--- config.mk ---
export PLATFORM = sky130hd
export DESIGN_NAME = kdad_back
export DESIGN_NICKNAME = d
export VERILOG_FILES = /design/src/rtl/kdad_pkg.sv /design/src/rtl/kdad_back.sv
export VERILOG_INCLUDE_DIRS = /design/src /design/src/rtl
export SDC_FILE = /design/constraint.sdc
export NUM_CORES = 1
export LEC_CHECK = 0
export ABC_AREA = 1
export BUFFER_PORTS_ARGS = -buffer_cell sky130_fd_sc_hd__buf_2
export CAP_MARGIN = 20
export CELL_PAD_IN_SITES_DETAIL_PLACEMENT = 1
export CELL_PAD_IN_SITES_GLOBAL_PLACEMENT = 1
export CORE_ASPECT_RATIO = 0.75
export CORE_MARGIN = 2
export CORE_UTILIZATION = 41
export DETAILED_ROUTE_END_ITERATION = 8
export GPL_TIMING_DRIVEN = 0
export MAX_ROUTING_LAYER = met4
export PLACE_DENSITY = 0.77
export SLEW_MARGIN = 20
export SYNTH_ARGS = -nofsm -noshare
export SYNTH_HDL_FRONTEND = slang
export SYNTH_SLANG_ARGS = --single-unit
--- constraint.sdc ---
create_clock -name clk_i -period 10.21 [get_ports clk_i]
set_input_delay 3.063 -clock clk_i [delete_from_list [all_inputs] [get_ports clk_i]]
set_output_delay 3.063 -clock clk_i [all_outputs]
set_load 0.01 [all_outputs]
--- src/rtl/keypad_decimal_adder_display_core_macros.svh ---
// Assertion macros shared by the keypad adder modules.
// Each macro takes a label, the clock, the active-low reset, the property terms and a message.
`ifndef KEYPAD_DECIMAL_ADDER_DISPLAY_CORE_MACROS_SVH
`define KEYPAD_DECIMAL_ADDER_DISPLAY_CORE_MACROS_SVH

`ifndef SYNTH

`define KDAD_ASSERT(label, clk, rst_n, prop, msg) \
  label: assert property (@(posedge clk) disable iff (!rst_n) (prop)) else $error(msg);

`define KDAD_ASSERT_IMPL(label, clk, rst_n, ante, cons, msg) \
  label: assert property (@(posedge clk) disable iff (!rst_n) (ante) |-> (cons)) \
    else $error(msg);

`define KDAD_ASSERT_NEXT(label, clk, rst_n, ante, cons, msg) \
  label: assert property (@(posedge clk) disable iff (!rst_n) (ante) |=> (cons)) \
    else $error(msg);

`else

`define KDAD_ASSERT(label, clk, rst_n, prop, msg)

`define KDAD_ASSERT_IMPL(label, clk, rst_n, ante, cons, msg)

`define KDAD_ASSERT_NEXT(label, clk, rst_n, ante, cons, msg)

`endif

`endif

--- src/rtl/kdad_pkg.sv ---
package kdad_pkg;

  typedef enum logic {
    MODE_DIGIT = 1'b0,
    MODE_ADD   = 1'b1
  } mode_e;

  // Command queue between the front and the back; the depth must be a power of two.
  localparam int unsigned CmdDepth = 2;
  localparam int unsigned CmdPtrW  = (CmdDepth > 1) ? $clog2(CmdDepth) : 1;
  localparam int unsigned CmdCntW  = $clog2(CmdDepth + 1);

  localparam int unsigned SegFields     = 6;
  localparam int unsigned DisplayDigits = 6;

  localparam logic [20:0] EntryModulus = 21'd1000000;
  localparam logic [20:0] TwiceModulus = 21'd2000000;
  localparam int unsigned EntryStep    = 100000;
  localparam int unsigned DecimalBase  = 10;

  localparam logic [19:0] Div10Mult  = 20'd838861;
  localparam int unsigned Div10Shift = 23;
  localparam logic [7:0]  KeyDivMult  = 8'd205;
  localparam int unsigned KeyDivShift = 11;
  localparam logic [6:0]  KeyRowWeight = 7'd7;

  localparam logic [7:0] SegBlank = 8'hFF;

  typedef struct packed {
    logic       is_add;
    logic [6:0] value;
  } cmd_t;

  typedef struct packed {
    logic [20:0] raw;
    logic        second;
  } res_t;

  typedef struct packed {
    logic [19:0]                shown;
    logic                       second;
    logic [19:0]                rest;
    logic [SegFields-1:0][7:0]  seg;
  } stage_t;

  function automatic logic [6:0] key_value(input logic [6:0] code);
    logic [14:0] prod;
    logic [3:0]  row;
    logic [6:0]  col;
    prod = 15'(code) * 15'(KeyDivMult);
    row  = 4'(prod >> KeyDivShift);
    col  = code - 7'(row) * 7'(DecimalBase);
    return 7'(row) * KeyRowWeight + col;
  endfunction

  function automatic logic [19:0] mod_display(input logic [20:0] x);
    logic [20:0] r;
    if (x >= TwiceModulus) begin
      r = x - TwiceModulus;
    end else if (x >= EntryModulus) begin
      r = x - EntryModulus;
    end else begin
      r = x;
    end
    return r[19:0];
  endfunction

  // The reciprocal is exact for every 20-bit value, so no correction step is needed.
  function automatic logic [19:0] div10(input logic [19:0] x);
    logic [39:0] prod;
    prod = 40'(x) * 40'(Div10Mult);
    return 20'(prod >> Div10Shift);
  endfunction

  function automatic logic [7:0] seg_code(input logic [3:0] digit);
    logic [7:0] code;
    unique case (digit)
      4'd0:    code = 8'hA0;
      4'd1:    code = 8'hBE;
      4'd2:    code = 8'h62;
      4'd3:    code = 8'h2A;
      4'd4:    code = 8'h3C;
      4'd5:    code = 8'h29;
      4'd6:    code = 8'h21;
      4'd7:    code = 8'hBA;
      4'd8:    code = 8'h20;
      4'd9:    code = 8'h28;
      default: code = SegBlank;
    endcase
    return code;
  endfunction

endpackage

--- src/rtl/kdad_back.sv ---
`include "keypad_decimal_adder_display_core_macros.svh"

module kdad_back (
  input  logic            clk_i,
  input  logic            rst_ni,
  input  logic            cmd_valid_i,
  input  kdad_pkg::cmd_t  cmd_i,
  input  logic            adv_i,
  output logic            cmd_pop_o,
  output logic            res_valid_o,
  output kdad_pkg::res_t  res_o
);

  logic [20:0] first_q, first_d;
  logic [19:0] second_q, second_d;
  logic        entry_q, entry_d;
  logic        fire;
  logic [19:0] base;
  logic [19:0] appended;

  // Shifting in a digit only needs the operand modulo one hundred thousand.
  function automatic logic [19:0] append_value(input logic [19:0] x, input logic [6:0] v);
    logic [19:0] low;
    logic [19:0] r;
    low = x;
    for (int k = 1; k < kdad_pkg::DecimalBase; k++) begin
      if (x >= 20'(k * kdad_pkg::EntryStep)) begin
        low = x - 20'(k * kdad_pkg::EntryStep);
      end
    end
    r = low * 20'(kdad_pkg::DecimalBase) + 20'(v);
    if (21'(r) >= kdad_pkg::EntryModulus) begin
      r = r - kdad_pkg::EntryModulus[19:0];
    end
    return r;
  endfunction

  assign fire        = cmd_valid_i && adv_i;
  assign cmd_pop_o   = fire;
  assign res_valid_o = fire;

  assign base     = entry_q ? second_q : kdad_pkg::mod_display(first_q);
  assign appended = append_value(base, cmd_i.value);

  always_comb begin
    first_d  = first_q;
    second_d = second_q;
    entry_d  = entry_q;
    if (fire) begin
      if (cmd_i.is_add) begin
        if (second_q == '0) begin
          entry_d = 1'b1;
        end else begin
          first_d  = first_q + 21'(second_q);
          second_d = '0;
          entry_d  = 1'b0;
        end
      end else if (entry_q) begin
        second_d = appended;
      end else begin
        first_d = 21'(appended);
      end
    end
    res_o.second = (second_d != '0);
    res_o.raw    = res_o.second ? 21'(second_d) : first_d;
  end

  always_ff @(posedge clk_i or negedge rst_ni) begin
    if (!rst_ni) begin
      first_q  <= '0;
      second_q <= '0;
      entry_q  <= 1'b0;
    end else begin
      first_q  <= first_d;
      second_q <= second_d;
      entry_q  <= entry_d;
    end
  end

  `KDAD_ASSERT(a_second_reduced, clk_i, rst_ni, 21'(second_q) < kdad_pkg::EntryModulus, "second operand not reduced")
  `KDAD_ASSERT_NEXT(a_add_clears, clk_i, rst_ni, fire && cmd_i.is_add && second_q != '0, second_q == '0 && !entry_q, "add did not clear second operand")

endmodule

### Word level (Yosys, flattened, before mapping)

Index checks and enable logic that the tools add are counted.
Widths: inputs -> output; s select.

| word-level totals | value |
|---|---|
| memory bits (read-only) | 0 |
| input port bits | 12 |
| bits in registers | 42 |
| RAM bits | 0 |
| memories | 0 |
| latch bits | 0 |

| cells by class | value |
|---|---|
| bitwise gates (word level) | 0 |
| add/sub/neg operators | 14 |
| multiply operators | 1 |
| reduce and logical (&&, ||, !) cells | 4 |
| $lt $le $gt $ge | 12 |
| muxes and demuxes | 23 |
| equal/unequal tests | 0 |
| divide/modulo/power cells | 0 |
| shifts and indexed selects | 0 |

Operator list:

| cell | number |
|---|---|
| $mux 20 | 17 |
| $sub 20x20->20 const B | 7 |
| $mux 21 | 5 |
| $ge 20x20->1 const B | 5 |
| $ge 20x19->1 const B | 3 |
| $sub 20x19->20 const B | 3 |
| $add 21x20->21 | 1 |
| $ge 21x20->1 const B | 1 |
| $ge 21x21->1 const B | 1 |
| $add 20x7->20 | 1 |
| $ge 20x17->1 const B | 1 |
| $ge 20x18->1 const B | 1 |
| $logic_not 20->1 | 1 |
| $mul 20x3->19 const B | 1 |
| $reduce_bool 20->1 | 1 |
| $sub 20x17->20 const B | 1 |
| $sub 20x18->20 const B | 1 |
| $reduce_and 2->1 | 1 |
| $logic_and 1x1->1 | 1 |
| $mux 1 | 1 |

### Longest topological paths before layout

| logic depth | value |
|---|---|
| depth after elaboration | 23 |
| gate-level depth with buffers | 68 |
| mapped depth without buffers | 64 |

### Least setup slack after synthesis

Ideal clock, no wire load.

| path | value |
|---|---|
| kind | reg2out |
| from | register first_q[7] |
| to | output port res_o[21] in the netlist's numbering |
| data required time | 7.147 ns |
| cell stages (with the launch flop) | 57 |
| setup slack | -0.740 ns |
| data arrival time | 7.887 ns |
| path buffers | 2 |
| cells stage by stage | dfrtp_1 -> inv_1 -> ha_1 -> inv_1 -> o21ai_1 -> nand3_2 -> nand3_2 -> nand2_2 -> buf_6 -> a21oi_1 -> nand2_1 -> nand2_2 -> inv_2 -> ha_1 -> a21oi_1 -> nor2_1 -> nand3_1 -> nand3_1 -> [... 21 more ...] -> a21oi_1 -> o21bai_1 -> xor2_1 -> inv_1 -> nor3_1 -> nand2_1 -> xor2_1 -> nand2_1 -> a211oi_2 -> clkbuf_1 -> nand3_1 -> nand3_1 -> nand2_1 -> a21oi_2 -> nand2_1 -> nor2_4 -> nand3_1 -> nor2_1 |

RTL lines:

| element | line | RTL |
|---|---|---|
| start: declaration | kdad_back.sv:14 | `logic [20:0] first_q, first_d;` |
| start signal: assignment | kdad_back.sv:74 | `first_q <= first_d;` |
| end: declaration | kdad_back.sv:11 | `output kdad_pkg::res_t res_o` |

==> results.tsv <==
stage	metric	value	unit
synthesis	Distinct cells, synth	60	
floorplan	Site Rows	47	
outcome	failing checks	negative setup slack	
synthesis	mapped cell area	9141	um^2
synthesis	FF+latch count, synth	42	
hold_path	Hold Path Class	reg2reg	
clock_network	htree depth	2	
placed_design	Placer Congestion	0.9886	
synthesis	async set or reset register ratio after synthesis	1.000	
placed_design	Detailed Place HPWL	32130	um
synthesis	Commonest cells post-synth	nand2_1, inv_1, nor2_1	
clock_network	CTS Buffer Depth	2	
sta	Slew headroom	0.2897	
synthesis	Cells after Synth	1550	
sta	max frequency	0.08199	GHz
synthesis	Compound-Gate Fraction of Synth Area	0.2012	
clock_network	Clk pin slew, worst setup/hold paths	70	ps
clock_network	cts hold-fix bufs	0	
synthesis	ranking of synthesized cells by area	nand2_1, dfrtp_1, ha_1, inv_1, nor2_1	
hold_path	Hold Startpoint	second_q[19]	
drt	First-pass DRT Iterations	6	
synthesis	Simple-Gate Fraction of Synth Area	0.3869	
sta	fin. max-slew vios	0	
synthesis	Post-synth EDFFs	0	
worst_setup_path	crit-path max cell delay	390	ps
synthesis	post-synthesis mux area share	0.001095	
synthesis	Net Count, Synth	1637	
synthesis	largest family of logic cells by synthesized area	simple AND/OR/NAND/NOR gates	
synthesis	Yosys top cell area share	0.1630	
placed_design	PortBufs	35	
sta	crit share post-route	1.195	
worst_setup_path	CP required	7150	ps
synthesis	synthesized area per cell	5.898	um^2
placed_design	DP Area	9963	um^2
floorplan	Die ar.	23520	um^2
worst_setup_path	CP endpoint kind	primary output	
grt	vias in the first global route	11770	
worst_setup_path	Reg-to-Reg Start	entry_q	
flow_run	Max-Cap Viols	0	
synthesis	Synth area leader	nand2_1	
sta	Period minus WS final	12200	ps
final_layout	nets@finish	1805	
worst_setup_path	Slowest-stage cell, CP	dfrtp_1	
clock_network	CTS sink count	42	
sta	RSZ-0062 raised after global routing	true	
floorplan	Die H	133.3	um
final_layout	Syn-to-layout area delta	32.70	%
sta	final setup vio count	22	
worst_setup_path	start point of the critical path	entry_q	
floorplan	core area	21990	um^2
synthesis	sequential share of the synthesized area	0.1150	
clock_network	clock latency on the worst-skew pair	290	ps
drt	DRC viols	0	
worst_setup_path	Max FO, Critical Path	10	
drt	Final ANT Viol Nets	0	
synthesis	synth warn	0	
synthesis	dominant synthesized flop cell	dfrtp_1	
worst_setup_path	Worst Setup Start Kind	flop	
drt	DR WL/cell	23.05	um
drt	routed via count	12330	
worst_setup_path	Crit Path Class	reg2out	
outcome	outcome	finished, violations left	
drt	detailed-route vias per instance	6.124	
floorplan	Initial Utilization	0.4156	
final_layout	Diodes inserted	0	
sta	slew of the pin with the lowest slew margin	1066	ps
final_layout	Layout Utilization	0.5515	
sta	Clock Skew	6.265	ps
synthesis	most frequent cell after synthesis	nand2_1	
final_layout	fraction of layout cells with a size suffix above 1	0.2891	
grt	largest net degree at the start of global routing	43	
floorplan	Horiz. Die Dim	176.4	um
grt	Global Route Usage Sum	0.3720	
synthesis	Synth Area in Adders	0.1051	
clock_network	CTS Buf Count	5	
grt	first-pass GRT wire length	66460	um
drt	drt total wl	46400	um
grt	GR Overflow Total	0	
floorplan	IO Pins	36	
grt	initial antenna violation count	0	
worst_setup_path	CP arrival	9130	ps
drt	DRT iter0 DRCs	1354	
synthesis	Synth Area in XOR/XNOR	0.06611	
worst_setup_path	most used cell along the critical path	nand2_1	
clock_network	CTS root buf	clkbuf_16	
clock_network	CTS tree	built	
final_layout	Finished Cell Area	12130	um^2
sta	Final WS setup	-1987	ps
sta	final hold violation count	0	
[critical path: cells and delay by family, from the launching register on]
kind                     cells  cell delay, ps
XOR/XNOR                     2             490
AND/OR/NAND/NOR             22            3170
flip-flops                   1             390
buffers and inverters       15            2140
adder cells (fa/ha/maj)      2             590
AO/OA/AOI/OAI               10            2000
[per-layer routing]
layer | track usage | up-vias | part of all wire
met1 | 0.5270 | 6023 | 0.43
met2 | 0.5449 | 672 | 0.43
li1 | - | 5495 | -
met5 | - | - | 0
met3 | 0.05537 | 137 | 0.098
met4 | 0.1111 | 0 | 0.037
[area by class of cell]
cell class | instances | area [um^2]
Clock inverter | 2 | 13.76
Tap cell | 294 | 367.9
Buffer | 55 | 514.2
Timing Repair Buffer | 161 | 1249
Sequential cell | 42 | 1061
Multi-Input combinational cell | 1248 | 7976
Inverter | 205 | 819.5
Clock buffer | 6 | 128.9
Fill cell | 2992 | 9863
[registers in the layout (all words and copies together) (netlist names)]
signal	count
second_q	20
first_q	21
entry_q	1
[cells by family after synthesis]
group	after synthesis
and+or+nand+nor	794
AOI/OAI and AO/OA	309
buffers and inverters	260
adders and majority gates	75
xor gates and xnor gates	69
DFF	42
muxes	1
[through the flow]
step	std cells	hold WS (ps)	setup slack, ps	TNS, ps
CTS	1975	667.9	-1267	-27280
floorplan	1550	534.8	-53.12	-903.6
global placement	1879	637.1	-2007	-43230
finish	2013	730.3	-1987	-42970
detailed placement	1879	658.9	-2124	-45810
global route	2013	732.7	-2374	-51790
[final timing paths]
check	to	slack (ps)	cells after the start
setup / recovery	res_o[1]	-1990	51
setup reg to reg	first_q[12]	1680	45
hold reg to reg	second_q[19]	730	2
hold / removal	second_q[19]	730	2
min in group asynchronous	second_q[10]	2950	1
max in group asynchronous	first_q[6]	6510	1
[repair_timing]
item / CTS / global route
buffers inserted: 80 / 35
pin swaps: 83 / 115
gates cloned: 8 / 3
endpoints found under the setup margin: 22 / 22
gates resized for setup: 176 / 92
[layout by cell type, fill, tap and decap left out, types with 8 or more instances in the layout]
cell type,instances
nand2_1,348
nor2_1,130
a21oi_1,101
inv_1,157
ha_4,15
nor2_4,16
nand2_2,61
buf_4,116
nor3_1,10
nand3_2,25
ha_1,56
nand4_1,38
o21ai_2,12
buf_6,28
nor2_2,29
a21oi_2,15
a31oi_1,12
clkbuf_1,11
xor2_1,48
nand3_1,90
dfrtp_2,8
o211ai_1,19
buf_2,37
o21ai_0,70
nand2_4,14
xnor2_1,14
o221ai_1,19
inv_2,30
dfrtp_1,34
o21ai_1,16
Power is not shown: default switching activity piles up to over one toggle a cycle in this logic, so the estimate is an artifact.
