<file path="src/rtl/keypad_decimal_adder_display_core_macros.svh">
// Assertion macros shared by the keypad adder modules.
// Each macro takes a label, the clock, the active-low reset, the property terms and a message.
`ifndef KEYPAD_DECIMAL_ADDER_DISPLAY_CORE_MACROS_SVH
`define KEYPAD_DECIMAL_ADDER_DISPLAY_CORE_MACROS_SVH

`ifndef SYNTH

`define KDAD_ASSERT(label, clk, rst_n, prop, msg) \
  label: assert property (@(posedge clk) disable iff (!rst_n) (prop)) else $error(msg);

`define KDAD_ASSERT_IMPL(label, clk, rst_n, ante, cons, msg) \
  label: assert property (@(posedge clk) disable iff (!rst_n) (ante) |-> (cons)) \
    else $error(msg);

`define KDAD_ASSERT_NEXT(label, clk, rst_n, ante, cons, msg) \
  label: assert property (@(posedge clk) disable iff (!rst_n) (ante) |=> (cons)) \
    else $error(msg);

`else

`define KDAD_ASSERT(label, clk, rst_n, prop, msg)

`define KDAD_ASSERT_IMPL(label, clk, rst_n, ante, cons, msg)

`define KDAD_ASSERT_NEXT(label, clk, rst_n, ante, cons, msg)

`endif

`endif

</file>
<file path="src/rtl/kdad_pkg.sv">
package kdad_pkg;

  typedef enum logic {
    MODE_DIGIT = 1'b0,
    MODE_ADD   = 1'b1
  } mode_e;

  // Command queue between the front and the back; the depth must be a power of two.
  localparam int unsigned CmdDepth = 2;
  localparam int unsigned CmdPtrW  = (CmdDepth > 1) ? $clog2(CmdDepth) : 1;
  localparam int unsigned CmdCntW  = $clog2(CmdDepth + 1);

  localparam int unsigned SegFields     = 6;
  localparam int unsigned DisplayDigits = 6;

  localparam logic [20:0] EntryModulus = 21'd1000000;
  localparam logic [20:0] TwiceModulus = 21'd2000000;
  localparam int unsigned EntryStep    = 100000;
  localparam int unsigned DecimalBase  = 10;

  localparam logic [19:0] Div10Mult  = 20'd838861;
  localparam int unsigned Div10Shift = 23;
  localparam logic [7:0]  KeyDivMult  = 8'd205;
  localparam int unsigned KeyDivShift = 11;
  localparam logic [6:0]  KeyRowWeight = 7'd7;

  localparam logic [7:0] SegBlank = 8'hFF;

  typedef struct packed {
    logic       is_add;
    logic [6:0] value;
  } cmd_t;

  typedef struct packed {
    logic [20:0] raw;
    logic        second;
  } res_t;

  typedef struct packed {
    logic [19:0]                shown;
    logic                       second;
    logic [19:0]                rest;
    logic [SegFields-1:0][7:0]  seg;
  } stage_t;

  function automatic logic [6:0] key_value(input logic [6:0] code);
    logic [14:0] prod;
    logic [3:0]  row;
    logic [6:0]  col;
    prod = 15'(code) * 15'(KeyDivMult);
    row  = 4'(prod >> KeyDivShift);
    col  = code - 7'(row) * 7'(DecimalBase);
    return 7'(row) * KeyRowWeight + col;
  endfunction

  function automatic logic [19:0] mod_display(input logic [20:0] x);
    logic [20:0] r;
    if (x >= TwiceModulus) begin
      r = x - TwiceModulus;
    end else if (x >= EntryModulus) begin
      r = x - EntryModulus;
    end else begin
      r = x;
    end
    return r[19:0];
  endfunction

  // The reciprocal is exact for every 20-bit value, so no correction step is needed.
  function automatic logic [19:0] div10(input logic [19:0] x);
    logic [39:0] prod;
    prod = 40'(x) * 40'(Div10Mult);
    return 20'(prod >> Div10Shift);
  endfunction

  function automatic logic [7:0] seg_code(input logic [3:0] digit);
    logic [7:0] code;
    unique case (digit)
      4'd0:    code = 8'hA0;
      4'd1:    code = 8'hBE;
      4'd2:    code = 8'h62;
      4'd3:    code = 8'h2A;
      4'd4:    code = 8'h3C;
      4'd5:    code = 8'h29;
      4'd6:    code = 8'h21;
      4'd7:    code = 8'hBA;
      4'd8:    code = 8'h20;
      4'd9:    code = 8'h28;
      default: code = SegBlank;
    endcase
    return code;
  endfunction

endpackage

</file>
<file path="src/rtl/kdad_front.sv">
`include "keypad_decimal_adder_display_core_macros.svh"

module kdad_front (
  input  logic              clk_i,
  input  logic              rst_ni,
  input  logic              push,
  output logic              full,
  input  logic              mode_i,
  input  logic [6:0]        key_code_i,
  output logic              cmd_valid_o,
  output kdad_pkg::cmd_t    cmd_o,
  input  logic              cmd_pop_i
);

  kdad_pkg::cmd_t                     queue_q [kdad_pkg::CmdDepth];
  logic [kdad_pkg::CmdPtrW-1:0]       wr_ptr_q, wr_ptr_d;
  logic [kdad_pkg::CmdPtrW-1:0]       rd_ptr_q, rd_ptr_d;
  logic [kdad_pkg::CmdCntW-1:0]       count_q, count_d;
  logic                               wr;
  kdad_pkg::cmd_t                     cmd_in;

  assign full        = (count_q == kdad_pkg::CmdCntW'(kdad_pkg::CmdDepth));
  assign cmd_valid_o = (count_q != '0);
  assign wr          = push && !full;
  assign cmd_o       = queue_q[rd_ptr_q];

  assign cmd_in.is_add = (kdad_pkg::mode_e'(mode_i) == kdad_pkg::MODE_ADD);
  assign cmd_in.value  = kdad_pkg::key_value(key_code_i);

  always_comb begin
    wr_ptr_d = wr ? wr_ptr_q + kdad_pkg::CmdPtrW'(1) : wr_ptr_q;
    rd_ptr_d = cmd_pop_i ? rd_ptr_q + kdad_pkg::CmdPtrW'(1) : rd_ptr_q;
    count_d  = count_q + kdad_pkg::CmdCntW'(wr) - kdad_pkg::CmdCntW'(cmd_pop_i);
  end

  always_ff @(posedge clk_i or negedge rst_ni) begin
    if (!rst_ni) begin
      wr_ptr_q <= '0;
      rd_ptr_q <= '0;
      count_q  <= '0;
    end else begin
      wr_ptr_q <= wr_ptr_d;
      rd_ptr_q <= rd_ptr_d;
      count_q  <= count_d;
    end
  end

  always_ff @(posedge clk_i) begin
    if (wr) begin
      queue_q[wr_ptr_q] <= cmd_in;
    end
  end

  `KDAD_ASSERT(a_count_bound, clk_i, rst_ni, count_q <= kdad_pkg::CmdCntW'(kdad_pkg::CmdDepth), "command queue count beyond depth")
  `KDAD_ASSERT_IMPL(a_pop_nonempty, clk_i, rst_ni, cmd_pop_i, count_q != '0, "command popped from empty queue")

endmodule

</file>
<file path="config.mk">
export PLATFORM = sky130hd
export DESIGN_NAME = kdad_front
export DESIGN_NICKNAME = d
export VERILOG_FILES = /design/src/rtl/kdad_pkg.sv /design/src/rtl/kdad_front.sv
export VERILOG_INCLUDE_DIRS = /design/src /design/src/rtl
export SDC_FILE = /design/constraint.sdc
export NUM_CORES = 1
export LEC_CHECK = 0
export BUFFER_PORTS_ARGS = -buffer_cell sky130_fd_sc_hd__clkbuf_2
export CAP_MARGIN = 20
export CORE_UTILIZATION = 60
export DETAILED_ROUTE_END_ITERATION = 16
export PLACE_DENSITY_LB_ADDON = 0.1
export REMOVE_ABC_BUFFERS = 1
export SYNTH_ARGS = -nofsm -noshare
export SYNTH_HDL_FRONTEND = slang
export SYNTH_SLANG_ARGS = --single-unit
</file>
<file path="constraint.sdc">
create_clock -name clk_i -period 1.7 [get_ports clk_i]
set_clock_uncertainty 0.1 [all_clocks]
set_input_delay 0.51 -clock clk_i [delete_from_list [all_inputs] [get_ports clk_i]]
set_output_delay 0.51 -clock clk_i [all_outputs]
set_load 0.1 [all_outputs]
</file>
==> out/qor.csv, run 1 <==
stage,metric,value,unit
clocking,numCtsBuffers,3,
outcome,error,"[ERROR DPL-0038] Utilization greater than 100%, impossible to legalize",
outcome,stop_stage,5_1_grt,
outcome,status,did not finish,
yosys,yosysUniqueCellTypes,42,
floorplanning,fp.dieH,63.5,um
yosys,synth_seq_cells,20,
floorplanning,initial_core_util,0.655,
floorplanning,rows,21,
yosys,synth_area_leader_cell,ha_1,
global_routing,grt_max_degree,12,
place,gp_congestion,0.853,
yosys,yosysWarnings,0,
clocking,root_buffer,clkbuf_8,
yosys,synth-simple-area-share,0.0650,
clocking,cts_buffer_depth,2,
clocking,clock-sinks,20,
yosys,netlist_instances,204,
yosys,ys_top_cells_by_area,"ha_1 27%, edfxtp_1 21%, fa_1 11%",
place,io_buffers,21,
sta,worst-endpoint-pin-kind,register input,
yosys,synth_compound_area_frac,0.0904,
yosys,synth-seq-area-share,0.256,
floorplanning,io-pin-count,22,
clocking,cts-htree-levels,1,
sta,crit_endpoint,queue_q[0][6]$_DFFE_PP_/D,
yosys,synth_area,2270,um2
yosys,synth_top_area_share,0.270,
place,hpwl,4.31,mm
yosys,yosys.area_share.adder,0.385,
yosys,synthXorXnorAreaFrac,0.0876,
yosys,syn_avg_cell_area,11.1,um2
yosys,synth_top_family_by_area,adder cells,
place,placedCellCount,317,
floorplanning,die_x,63.5,um
yosys,synth_mux_area_frac,0.0441,
## cells in the mapped netlist
cell / count
a221oi_4: 1
xnor2_2: 2
o21ai_1: 1
a211oi_2: 1
nor2_1: 4
and2_1: 2
a211oi_4: 1
a311oi_1: 1
a211oi_1: 2
o21ai_0: 1
or2_2: 2
a21o_2: 1
a311o_1: 1
and4b_1: 1
nor3_1: 1
edfxtp_1: 16
a21oi_1: 5
xnor2_1: 13
mux2_2: 8
dfrtp_1: 4
a2111oi_0: 1
o21a_1: 1
nand3_1: 1
mux2i_1: 1
a21o_1: 2
fa_1: 13
and3_1: 4
nor3_2: 1
o21bai_1: 1
nand4_1: 2
buf_1: 1
o31ai_1: 1
or3_1: 1
buf_4: 1
inv_1: 40
xor2_1: 6
a221o_2: 2
nor2b_2: 1
nand2b_1: 1
clkbuf_1: 1
nand2_1: 5
ha_1: 49
## through the flow
step | util | area (um2) | setup slack (ps)
2_1_floorplan | - | 2260 | -4530
3_3_place_gp | 0.847 | 2940 | -4710
3_5_place_dp | 0.847 | 2940 | -5050
4_1_cts | 0.966 | 3350 | -4460
## cell families after synthesis
family | Yosys count
adder cells (fa/ha/maj) | 62
buffers and inverters | 43
AND/OR/NAND/NOR | 26
AO/OA/AOI/OAI | 23
XOR/XNOR | 21
flip-flops | 20
multiplexers | 9
## what timing repair did
action / 4_1_cts
endpoints found under the hold margin: 4
pin swaps: 35
hold buffers: 1
resized for setup: 53
setup buffers: 8
setup endpoints to repair: 24
==> run 2, diff against run 1 <==
--- a/config.mk
+++ b/config.mk
@@ -8,9 +8,9 @@
 export LEC_CHECK = 0
 export BUFFER_PORTS_ARGS = -buffer_cell sky130_fd_sc_hd__clkbuf_2
 export CAP_MARGIN = 20
-export CORE_UTILIZATION = 60
+export CORE_UTILIZATION = 40
 export DETAILED_ROUTE_END_ITERATION = 16
-export PLACE_DENSITY_LB_ADDON = 0.1
+export PLACE_DENSITY_LB_ADDON = 0.15
 export REMOVE_ABC_BUFFERS = 1
 export SYNTH_ARGS = -nofsm -noshare
 export SYNTH_HDL_FRONTEND = slang
==> out/qor.csv, run 2 <==
stage,metric,value,unit,change
yosys,synth_area,2270,um2,unchanged
cells_and_area,multiInputGateArea,1860,um2,
cells_and_area,seq_area,582,um2,
cells_and_area,final_cell_mix,"63 x buf_4, 34 x ha_1, 31 x inv_1, 16 x edfxtp_1, 15 x ha_4",,
floorplanning,rows,27,,+29%
drt,vias_per_cell,4.65,,
worst_setup_path,cp.arrival,5820,ps,
cells_and_area,fillers,430,,
yosys,netlist_instances,204,,unchanged
yosys,ys.flop_type,edfxtp_1,,
drt,drt_iter0_drc,39,,
worst_setup_path,cp-endpoint,queue_q[1][6],,
worst_hold_path,whs_path_depth,1,,
cells_and_area,nNetsFinal,367,,
place,placedCellCount,350,,+10%
global_routing,antenna_found_initial,0,,
drt,wire_per_inst,12.4,um,
worst_setup_path,startpoint,key_code_i[4],,
sta,fmax,169,MHz,
floorplanning,fp.dieH,77.3,um,+22%
worst_setup_path,r2r_setup_slack,140,ps,
outcome,status,"finished, violations left",,
worst_setup_path,cp-start-kind,input port,,
sta,worst_slack,-4230,ps,
place,gp_congestion,0.787,,-7.7%
clocking,cts_tree,done,,
sta,tightest_slew,375,ps,
yosys,synth_common_cells,"49 x ha_1, 40 x inv_1, 16 x edfxtp_1",,
sta,hold_violations,0,,
cells_and_area,diodes,0,,
yosys,synth-edff-count,16,,unchanged
drt,antenna_left,0,,
outcome,violations,negative setup slack,,
floorplanning,core_area,5470,um2,
sta,period_needed,5930,ps,
clocking,clock-sinks,20,,unchanged
worst_setup_path,reg2reg_to,count_q[1],,
floorplanning,io-pin-count,22,,unchanged
clocking,cts.clk_slew.worst_paths,70,ps,
clocking,numCtsBuffers,3,,unchanged
drt,vias,1692,,
cells_and_area,drive_above_1_share,0.517,,
worst_setup_path,endpoint_kind,register,,
global_routing,gr-usage-all-layers,0.165,,
place,hpwl,3.55,mm,-18%
global_routing,grt_pass1_wl,7.98,mm,
yosys,synth_area_leader_cell,ha_1,,
sta,fin_tns_setup,-50700,ps,
clocking,cts_buffer_depth,2,,unchanged
cells_and_area,area_delta_synth_final,55.5,%,
cells_and_area,largest_register,queue_q,,
clocking,root_buffer,clkbuf_8,,
job,drv_cap,0,,
cells_and_area,reg.largest.list,"queue_q: 16 flops, count_q: 2 flops",,
global_routing,overflow,0,,
sta,rsz0062_at_grt,true,,
cells_and_area,largest_reg_flops,16,,
yosys,yosysUniqueCellTypes,42,,unchanged
cells_and_area,final_cells,364,,
sta,slew_viol_final,0,,
yosys,synth-seq-area-share,0.256,,unchanged
yosys,ys_async_sr_fraction,0.200,,unchanged
yosys,synth_most_common_cell,ha_1,,
drt,firstDrtPassIters,4,,
yosys,yosysWarnings,0,,unchanged
worst_setup_path,crit-reg2reg-launch,count_q[1],,
worst_setup_path,crit_type,in2reg,,
cells_and_area,final_common_cell,buf_4,,
global_routing,grt_max_degree,12,,
yosys,syn_avg_cell_area,11.1,um2,unchanged
floorplanning,die_x,77.3,um,+22%
worst_setup_path,crit_required,1590,ps,
floorplanning,initial_core_util,0.415,,-0.240
yosys,ys_top_cells_by_area,"ha_1 27%, edfxtp_1 21%, fa_1 11%",,
worst_setup_path,crit_fanout,6,,
yosys,synth_seq_cells,20,,unchanged
place,io_buffers,21,,unchanged
drt,drt-total-wl,4.52,mm,
sta,setup_viol,23,,
yosys,synth_top_area_share,0.270,,unchanged
clocking,clock_insertion_delay_worst_skew,240,ps,
drt,drc,0,,
worst_setup_path,r2r.worst_path.cells,7,,
sta,finalCritPeriodShare,3.49,,
sta,whs,353,ps,
global_routing,grt_pass1_vias,1832,,
worst_hold_path,hold_path.class,in2reg,,
floorplanning,die_area,5980,um2,
clocking,cts-htree-levels,1,,unchanged
sta,maxSlewHeadroom,0.750,,
place,dp_slack,-4850,ps,+198 ps
==> run 2: cell counts after synthesis <==
Identical to the previous run, type by type.
==> run 2: how the worst min path moves through the flow <==
stage,startpoint,to,slack (ps)
2_1_floorplan,rst_ni,count_q[0],110
3_3_place_gp,rst_ni,rd_ptr_q,230
3_5_place_dp,rst_ni,wr_ptr_q,230
4_1_cts,mode_i,queue_q[0][7],350
5_1_grt,mode_i,queue_q[0][7],350
6_report,mode_i,queue_q[0][7],350
==> run 2: layer usage <==
layer | part of all wire | vias up | track usage
li1 | - | 873 | -
met1 | 0.44 | 803 | 0.202
met2 | 0.54 | 12 | 0.322
met3 | 0.0080 | 4 | 0.00824
met4 | 0.0093 | 0 | 0.0245
met5 | 0 | - | 0
==> run 2: worst max-delay path, stage by stage <==
cell	delay, ps
clkbuf_16	130
ha_4	270
fa_1	400
ha_1	300
inv_2	40
fa_1	490
inv_2	50
ha_4	230
a211oi_2	260
a221oi_4	130
buf_4	160
a211oi_4	270
xnor2_2	160
buf_4	150
xor2_2	150
ha_4	230
xnor2_2	130
xnor2_1	130
ha_1	290
inv_2	40
fa_1	480
inv_2	40
ha_4	260
inv_2	30
o21bai_1	140
a21oi_2	80
xnor2_1	130
xnor2_1	150
==> run 2: layout make-up <==
| type | count | share of cell area |
|---|---|---|
| Clock buffer | 4 | 0.0156 |
| Inverter | 40 | 0.0425 |
| Multi-Input combinational cell | 141 | 0.526 |
| Sequential cell | 20 | 0.165 |
| Tap cell | 72 | 0.0255 |
| Timing Repair Buffer | 87 | 0.226 |
==> run 2: through the flow <==
step | area, um2 | util
floorplan | 2260 | -
global placement | 3020 | 0.552
detailed placement | 3020 | 0.552
CTS | 3440 | 0.629
global route | 3530 | 0.645
finish | 3530 | 0.645
==> run 2: cells by family (layout without fill, tap and decap cells) <==
logic type / Yosys count / count (layout) / synth area share
mux: 9 / 9 / 0.0441
fa+ha+maj: 62 / 62 / 0.385
xor+xnor: 21 / 21 / 0.0876
simple gates: 26 / 26 / 0.0650
flops: 20 / 20 / 0.256
compound gates: 23 / 23 / 0.0904
buf+inv: 43 / 131 / 0.0727
==> run 2: timing repair <==
| action | CTS | global route |
|---|---|---|
| pin swaps | 29 | 9 |
| setup buffers | 7 | 2 |
| gates resized for setup | 50 | 16 |
| endpoints found under the setup margin | 24 | 23 |
| hold buffers | 1 | 0 |
| hold endpoints to repair | 4 | 0 |
Power of run 2 is not shown: default switching activity piles up to over one toggle a cycle in this logic, so the estimate is an artifact.
==> run 3, diff against run 2 <==
--- a/config.mk
+++ b/config.mk
@@ -6,6 +6,7 @@
 export SDC_FILE = /design/constraint.sdc
 export NUM_CORES = 1
 export LEC_CHECK = 0
+export ABC_AREA = 1
 export BUFFER_PORTS_ARGS = -buffer_cell sky130_fd_sc_hd__clkbuf_2
 export CAP_MARGIN = 20
 export CORE_UTILIZATION = 40
==> out/qor.csv, run 3 <==
stage,metric,value,unit,change
cells_and_area,final_cells,440,,+21%
place,io_buffers,21,,unchanged
global_routing,antenna_found_initial,0,,unchanged
drt,firstDrtPassIters,4,,unchanged
place,hpwl,4.09,mm,+15%
clocking,numCtsBuffers,3,,unchanged
drt,drt_iter0_drc,37,,-5.1%
sta,hold_violations,0,,unchanged
sta,tightest_slew,255,ps,-120 ps
floorplanning,io-pin-count,22,,unchanged
worst_setup_path,crit_family,adder cells,,
outcome,violations,negative setup slack,,
cells_and_area,largest_register,queue_q,,
floorplanning,die_x,79.5,um,+2.8%
worst_setup_path,startpoint,key_code_i[5],,
floorplanning,die_area,6320,um2,+5.7%
global_routing,grt_pass1_wl,9.23,mm,+16%
worst_setup_path,r2r.worst_path.cells,7,,unchanged
worst_setup_path,cp-endpoint,queue_q[1][6],,
drt,antenna_left,0,,unchanged
drt,vias_per_cell,4.64,,-0.16%
clocking,clock_insertion_delay_worst_skew,250,ps,about the same
worst_setup_path,crit_cells,31,,+11%
worst_setup_path,cp_num_buf_inv,7,,-1
global_routing,grt_max_degree,12,,unchanged
drt,drc,0,,unchanged
yosys,synth_seq_cells,20,,unchanged
worst_setup_path,cpPeakStageDelay,530,ps,+40 ps
drt,vias,2042,,+21%
place,placedCellCount,424,,+21%
yosys,netlist_instances,278,,+36%
sta,slew_viol_final,0,,unchanged
floorplanning,fp.dieH,79.5,um,+2.8%
cells_and_area,diodes,0,,unchanged
cells_and_area,reg.largest.list,"queue_q: 16 flops, count_q: 2 flops",,
cells_and_area,final_common_cell,buf_4,,
place,gp_congestion,0.917,,+16%
yosys,ys_async_sr_fraction,0.200,,unchanged
cells_and_area,drive_above_1_share,0.467,,-0.0497
outcome,status,"finished, violations left",,
yosys,syn_avg_cell_area,8.65,um2,-22%
worst_setup_path,r2r_setup_slack,90,ps,-50 ps
sta,finalCritPeriodShare,3.33,,-0.163
cells_and_area,finish.utilization,0.677,,+0.0315
worst_setup_path,cp.arrival,5570,ps,-250 ps
global_routing,overflow,0,,unchanged
clocking,root_buffer,clkbuf_8,,
floorplanning,core_area,5640,um2,+3.1%
worst_setup_path,reg2reg_to,count_q[1],,
drt,drt-total-wl,5.48,mm,+21%
worst_setup_path,crit_top_cell,nand2_1,,
sta,period_needed,5660,ps,-277 ps
worst_hold_path,hold_path.class,in2reg,,
yosys,synth_area_leader_cell,ha_1,,
sta,worst_slack,-3960,ps,+277 ps
clocking,cts.clk_slew.worst_paths,70,ps,about the same
worst_setup_path,crit_required,1620,ps,+30 ps
cells_and_area,area_delta_synth_final,58.8,%,
worst_hold_path,whs_path_depth,2,,+1
floorplanning,rows,27,,unchanged
drt,wire_per_inst,12.5,um,+0.23%
sta,maxSlewHeadroom,0.830,,+0.0797
worst_setup_path,crit_type,in2reg,,
clocking,cts-htree-levels,1,,unchanged
yosys,yosysUniqueCellTypes,24,,-43%
yosys,synth_top_area_share,0.255,,-0.0149
global_routing,grt_pass1_vias,2171,,+19%
sta,fmax,177,MHz,+4.9%
yosys,synth-edff-count,16,,unchanged
cells_and_area,largest_reg_flops,16,,unchanged
clocking,cts_buffer_depth,2,,unchanged
yosys,ys_top_cells_by_area,"ha_1 26%, edfxtp_1 20%, fa_1 11%",,
clocking,cts_tree,done,,
yosys,synth_common_cells,"66 x inv_1, 55 x nand2_1, 49 x ha_1",,
yosys,ys.flop_type,edfxtp_1,,
floorplanning,initial_core_util,0.426,,+0.0111
worst_setup_path,crit-reg2reg-launch,count_q[0],,
global_routing,gr-usage-all-layers,0.187,,+0.0217
sta,rsz0062_at_grt,true,,
yosys,synth_area,2400,um2,+5.8%
worst_setup_path,crit_fanout,5,,-1
sta,setup_viol,22,,-4.3%
yosys,synth_most_common_cell,inv_1,,
worst_setup_path,critPathSlowestCell,fa_1,,
cells_and_area,final_cell_mix,"57 x buf_4, 53 x inv_1, 45 x nand2_1, 25 x ha_1, 24 x ha_4",,
worst_setup_path,endpoint_kind,register,,
yosys,yosysWarnings,0,,unchanged
yosys,synth-seq-area-share,0.242,,-0.0141
clocking,clock-sinks,20,,unchanged
sta,whs,358,ps,+5.10 ps
worst_setup_path,cp-start-kind,input port,,
job,drv_cap,0,,unchanged
place,dp_slack,-4580,ps,+266 ps
cells_and_area,nNetsFinal,443,,+21%
-- run 3: changes by cell type in the layout (fill, tap and decap cells not counted), moves of 8 or more --
cell,change
ha_1,-9
ha_4,+9
inv_1,+22
nand2_1,+40
nand2_2,+10
nand3_1,+8
-- run 3: cell families (layout without fill, tap and decap cells) --
| logic type | count (synthesis) | count (layout) | share of synthesized area |
|---|---|---|---|
| AND/OR/NAND/NOR | 91 | 91 | 0.166 |
| buffers and inverters | 68 | 158 | 0.106 |
| adder cells (fa/ha/maj) | 62 | 62 | 0.363 |
| flip-flops | 20 | 20 | 0.242 |
| XOR/XNOR | 15 | 15 | 0.0547 |
| AO/OA/AOI/OAI | 14 | 14 | 0.0312 |
| multiplexers | 8 | 8 | 0.0375 |
-- run 3: how the worst min path moves through the flow --
stage | startpoint | endpoint | slack (ps)
CTS | mode_i | queue_q[0][7] | 350
detailed placement | rst_ni | rd_ptr_q | 230
global route | mode_i | queue_q[0][7] | 350
global placement | rst_ni | rd_ptr_q | 220
floorplan | rst_ni | count_q[0] | 110
finish | cmd_pop_i | rd_ptr_q | 360
-- run 3: cell type report --
type                       instances  area, um2
sequential                        20        582
timing repair buffer              87        822
inverter                          67        251
tap                               72       90.1
multi-input combinational        190       2030
clock buffer                       4       45.0
fill                             434       1820
-- run 3: through the flow --
step / area, um2 / setup TNS [ps]
finish: 3820 / -45590
global placement: 3150 / -51270
CTS: 3630 / -45220
floorplan: 2400 / -46160
detailed placement: 3150 / -52160
global route: 3820 / -48420
-- run 3: per-layer routing --
metal	vias up	part of all wire	global-route usage
met5	-	0	0
met4	0	0.019	0.0545
met3	12	0.014	0.0114
met2	24	0.52	0.361
met1	950	0.44	0.218
li1	1056	-	-
-- run 3: repair_timing --
item | in CTS | in global routing
endpoints found under the setup margin | 23 | 25
pin swaps | 28 | 34
buffers inserted | 10 | 5
hold buffers | 1 | 0
endpoints found under the hold margin | 4 | 0
gates resized for setup | 57 | 43
Power of run 3 is left out for the same reason.
==> run 4, diff against run 3 <==
--- a/config.mk
+++ b/config.mk
@@ -7,9 +7,9 @@
 export NUM_CORES = 1
 export LEC_CHECK = 0
 export ABC_AREA = 1
-export BUFFER_PORTS_ARGS = -buffer_cell sky130_fd_sc_hd__clkbuf_2
+export BUFFER_PORTS_ARGS = -buffer_cell sky130_fd_sc_hd__buf_2
 export CAP_MARGIN = 20
-export CORE_UTILIZATION = 40
+export CORE_UTILIZATION = 45
 export DETAILED_ROUTE_END_ITERATION = 16
 export PLACE_DENSITY_LB_ADDON = 0.15
 export REMOVE_ABC_BUFFERS = 1
==> out/qor.csv, run 4 (synthesis gave the netlist of run 3 again) <==
stage,metric,value,unit,change
outcome,status,"finished, violations left",,
outcome,violations,negative setup slack,,
floorplanning,initial_core_util,0.468,,+0.0416
clocking,cts_tree,done,,
cells_and_area,diodes,0,,unchanged
sta,rsz0062_at_grt,true,,
drt,antenna_left,0,,unchanged
worst_hold_path,hold_path.class,in2reg,,
worst_setup_path,r2r_setup_slack,-20,ps,-110 ps
drt,wl_met3,100,um,+27%
sta,slew_viol_final,0,,unchanged
cells_and_area,drive_above_1_share,0.473,,+0.00573
floorplanning,io-pin-count,22,,unchanged
worst_setup_path,cpPeakStageDelay,530,ps,about the same
cells_and_area,area_delta_synth_final,61.3,%,
drt,drt-met1-wl,2.60,mm,+7.2%
floorplanning,rows,26,,-3.7%
floorplanning,die_x,75.1,um,-5.6%
floorplanning,fp.dieH,75.1,um,-5.6%
drt,highest_layer,met4,,
sta,maxSlewHeadroom,0.806,,-0.0235
sta,fmax,176,MHz,-0.39%
drt,met2_length,3.59,mm,+25%
drt,drt_iter0_drc,49,,+32%
worst_setup_path,endpoint_kind,register,,
clocking,clock-sinks,20,,unchanged
clocking,cts.clk_slew.worst_paths,70,ps,about the same
place,gp_congestion,0.806,,-12%
clocking,cts-htree-levels,1,,unchanged
drt,vias_per_cell,4.76,,+2.5%
clocking,root_buffer,clkbuf_8,,
global_routing,grt_max_degree,12,,unchanged
global_routing,antenna_found_initial,0,,unchanged
drt,drc,0,,unchanged
sta,worst_slack,-3980,ps,-22.4 ps
place,hpwl,3.94,mm,-3.8%
cells_and_area,nNetsFinal,447,,+0.90%
sta,period_needed,5680,ps,+22.4 ps
drt,drt-total-wl,6.44,mm,+18%
global_routing,grt_pass1_vias,2222,,+2.3%
worst_setup_path,crit_type,in2reg,,
worst_setup_path,cp-start-kind,input port,,
worst_setup_path,crit_fanout,4,,-1
floorplanning,die_area,5640,um2,-11%
sta,finalCritPeriodShare,3.34,,+0.0132
clocking,clock_insertion_delay_worst_skew,260,ps,about the same
job,drv_cap,0,,unchanged
cells_and_area,final_cell_mix,"56 x buf_4, 53 x inv_1, 44 x nand2_1, 27 x ha_1, 22 x ha_4",,
global_routing,grt_pass1_wl,9.79,mm,+6.1%
drt,vias,2103,,+3.0%
cells_and_area,reg.largest.list,"queue_q: 16 flops, count_q: 2 flops",,
global_routing,gr-usage-all-layers,0.231,,+0.0439
sta,whs,353,ps,-5.40 ps
sta,hold_violations,0,,unchanged
drt,wire_per_inst,14.6,um,+17%
place,dp_slack,-4570,ps,+10.3 ps
place,io_buffers,21,,unchanged
worst_setup_path,cp.arrival,5600,ps,+30 ps
cells_and_area,final_common_cell,buf_4,,
worst_setup_path,crit_required,1620,ps,about the same
drt,firstDrtPassIters,4,,unchanged
clocking,cts_buffer_depth,2,,unchanged
worst_setup_path,critPathSlowestCell,fa_1,,
global_routing,overflow,0,,unchanged
floorplanning,core_area,5140,um2,-8.9%
sta,setup_viol,23,,+4.5%
sta,tightest_slew,288,ps,+32.2 ps
cells_and_area,largest_reg_flops,16,,unchanged
clocking,numCtsBuffers,3,,unchanged
cells_and_area,largest_register,queue_q,,
run 4: critical path, delay by kind of cell:
kind | cells | cell delay (ps)
XOR/XNOR | 3 | 550
buffers and inverters | 9 | 570
AO/OA/AOI/OAI | 1 | 130
adder cells (fa/ha/maj) | 9 | 2940
AND/OR/NAND/NOR | 12 | 870
run 4: layer usage:
metal,global-route usage,up-vias
met5,0,-
met1,0.252,998
met3,0.0107,13
li1,-,1061
met2,0.469,31
met4,0.0755,0
run 4: per-stage QoR:
stage / util / std cells / setup TNS, ps / instance area, um2
6_report: 0.754 / 442 / -47010 / 3880
5_1_grt: 0.754 / 442 / -50150 / 3880
4_1_cts: 0.706 / 436 / -46560 / 3630
3_5_place_dp: 0.577 / 416 / -52270 / 2970
3_3_place_gp: 0.577 / 416 / -51820 / 2970
2_1_floorplan: - / 277 / -46160 / 2400
run 4: cell type report:
| class | count | area [um2] |
|---|---|---|
| Tap cell | 70 | 87.6 |
| Timing Repair Buffer | 91 | 872 |
| Multi-Input combinational cell | 190 | 2030 |
| Sequential cell | 20 | 582 |
| Clock buffer | 4 | 45.0 |
| Fill cell | 350 | 1260 |
| Inverter | 67 | 256 |
run 4: repair_timing:
action	CTS	global route
resized for setup	101	51
setup endpoints to repair	23	25
pin swaps	31	22
setup buffers	16	8
hold endpoints to repair	4	0
hold buffers	1	0
run 4: path summary, 6_finish.rpt:
path / startpoint / to / depth (start not counted)
hold / removal: mode_i / queue_q[1][7] / 1
max in group asynchronous: rst_ni / rd_ptr_q / 2
min in group asynchronous: rst_ni / count_q[1] / 2
hold reg to reg: wr_ptr_q / wr_ptr_q / 2
setup reg to reg: count_q[0] / count_q[1] / 7
setup / recovery: key_code_i[6] / queue_q[1][6] / 34
Power of run 4 is left out for the same reason.
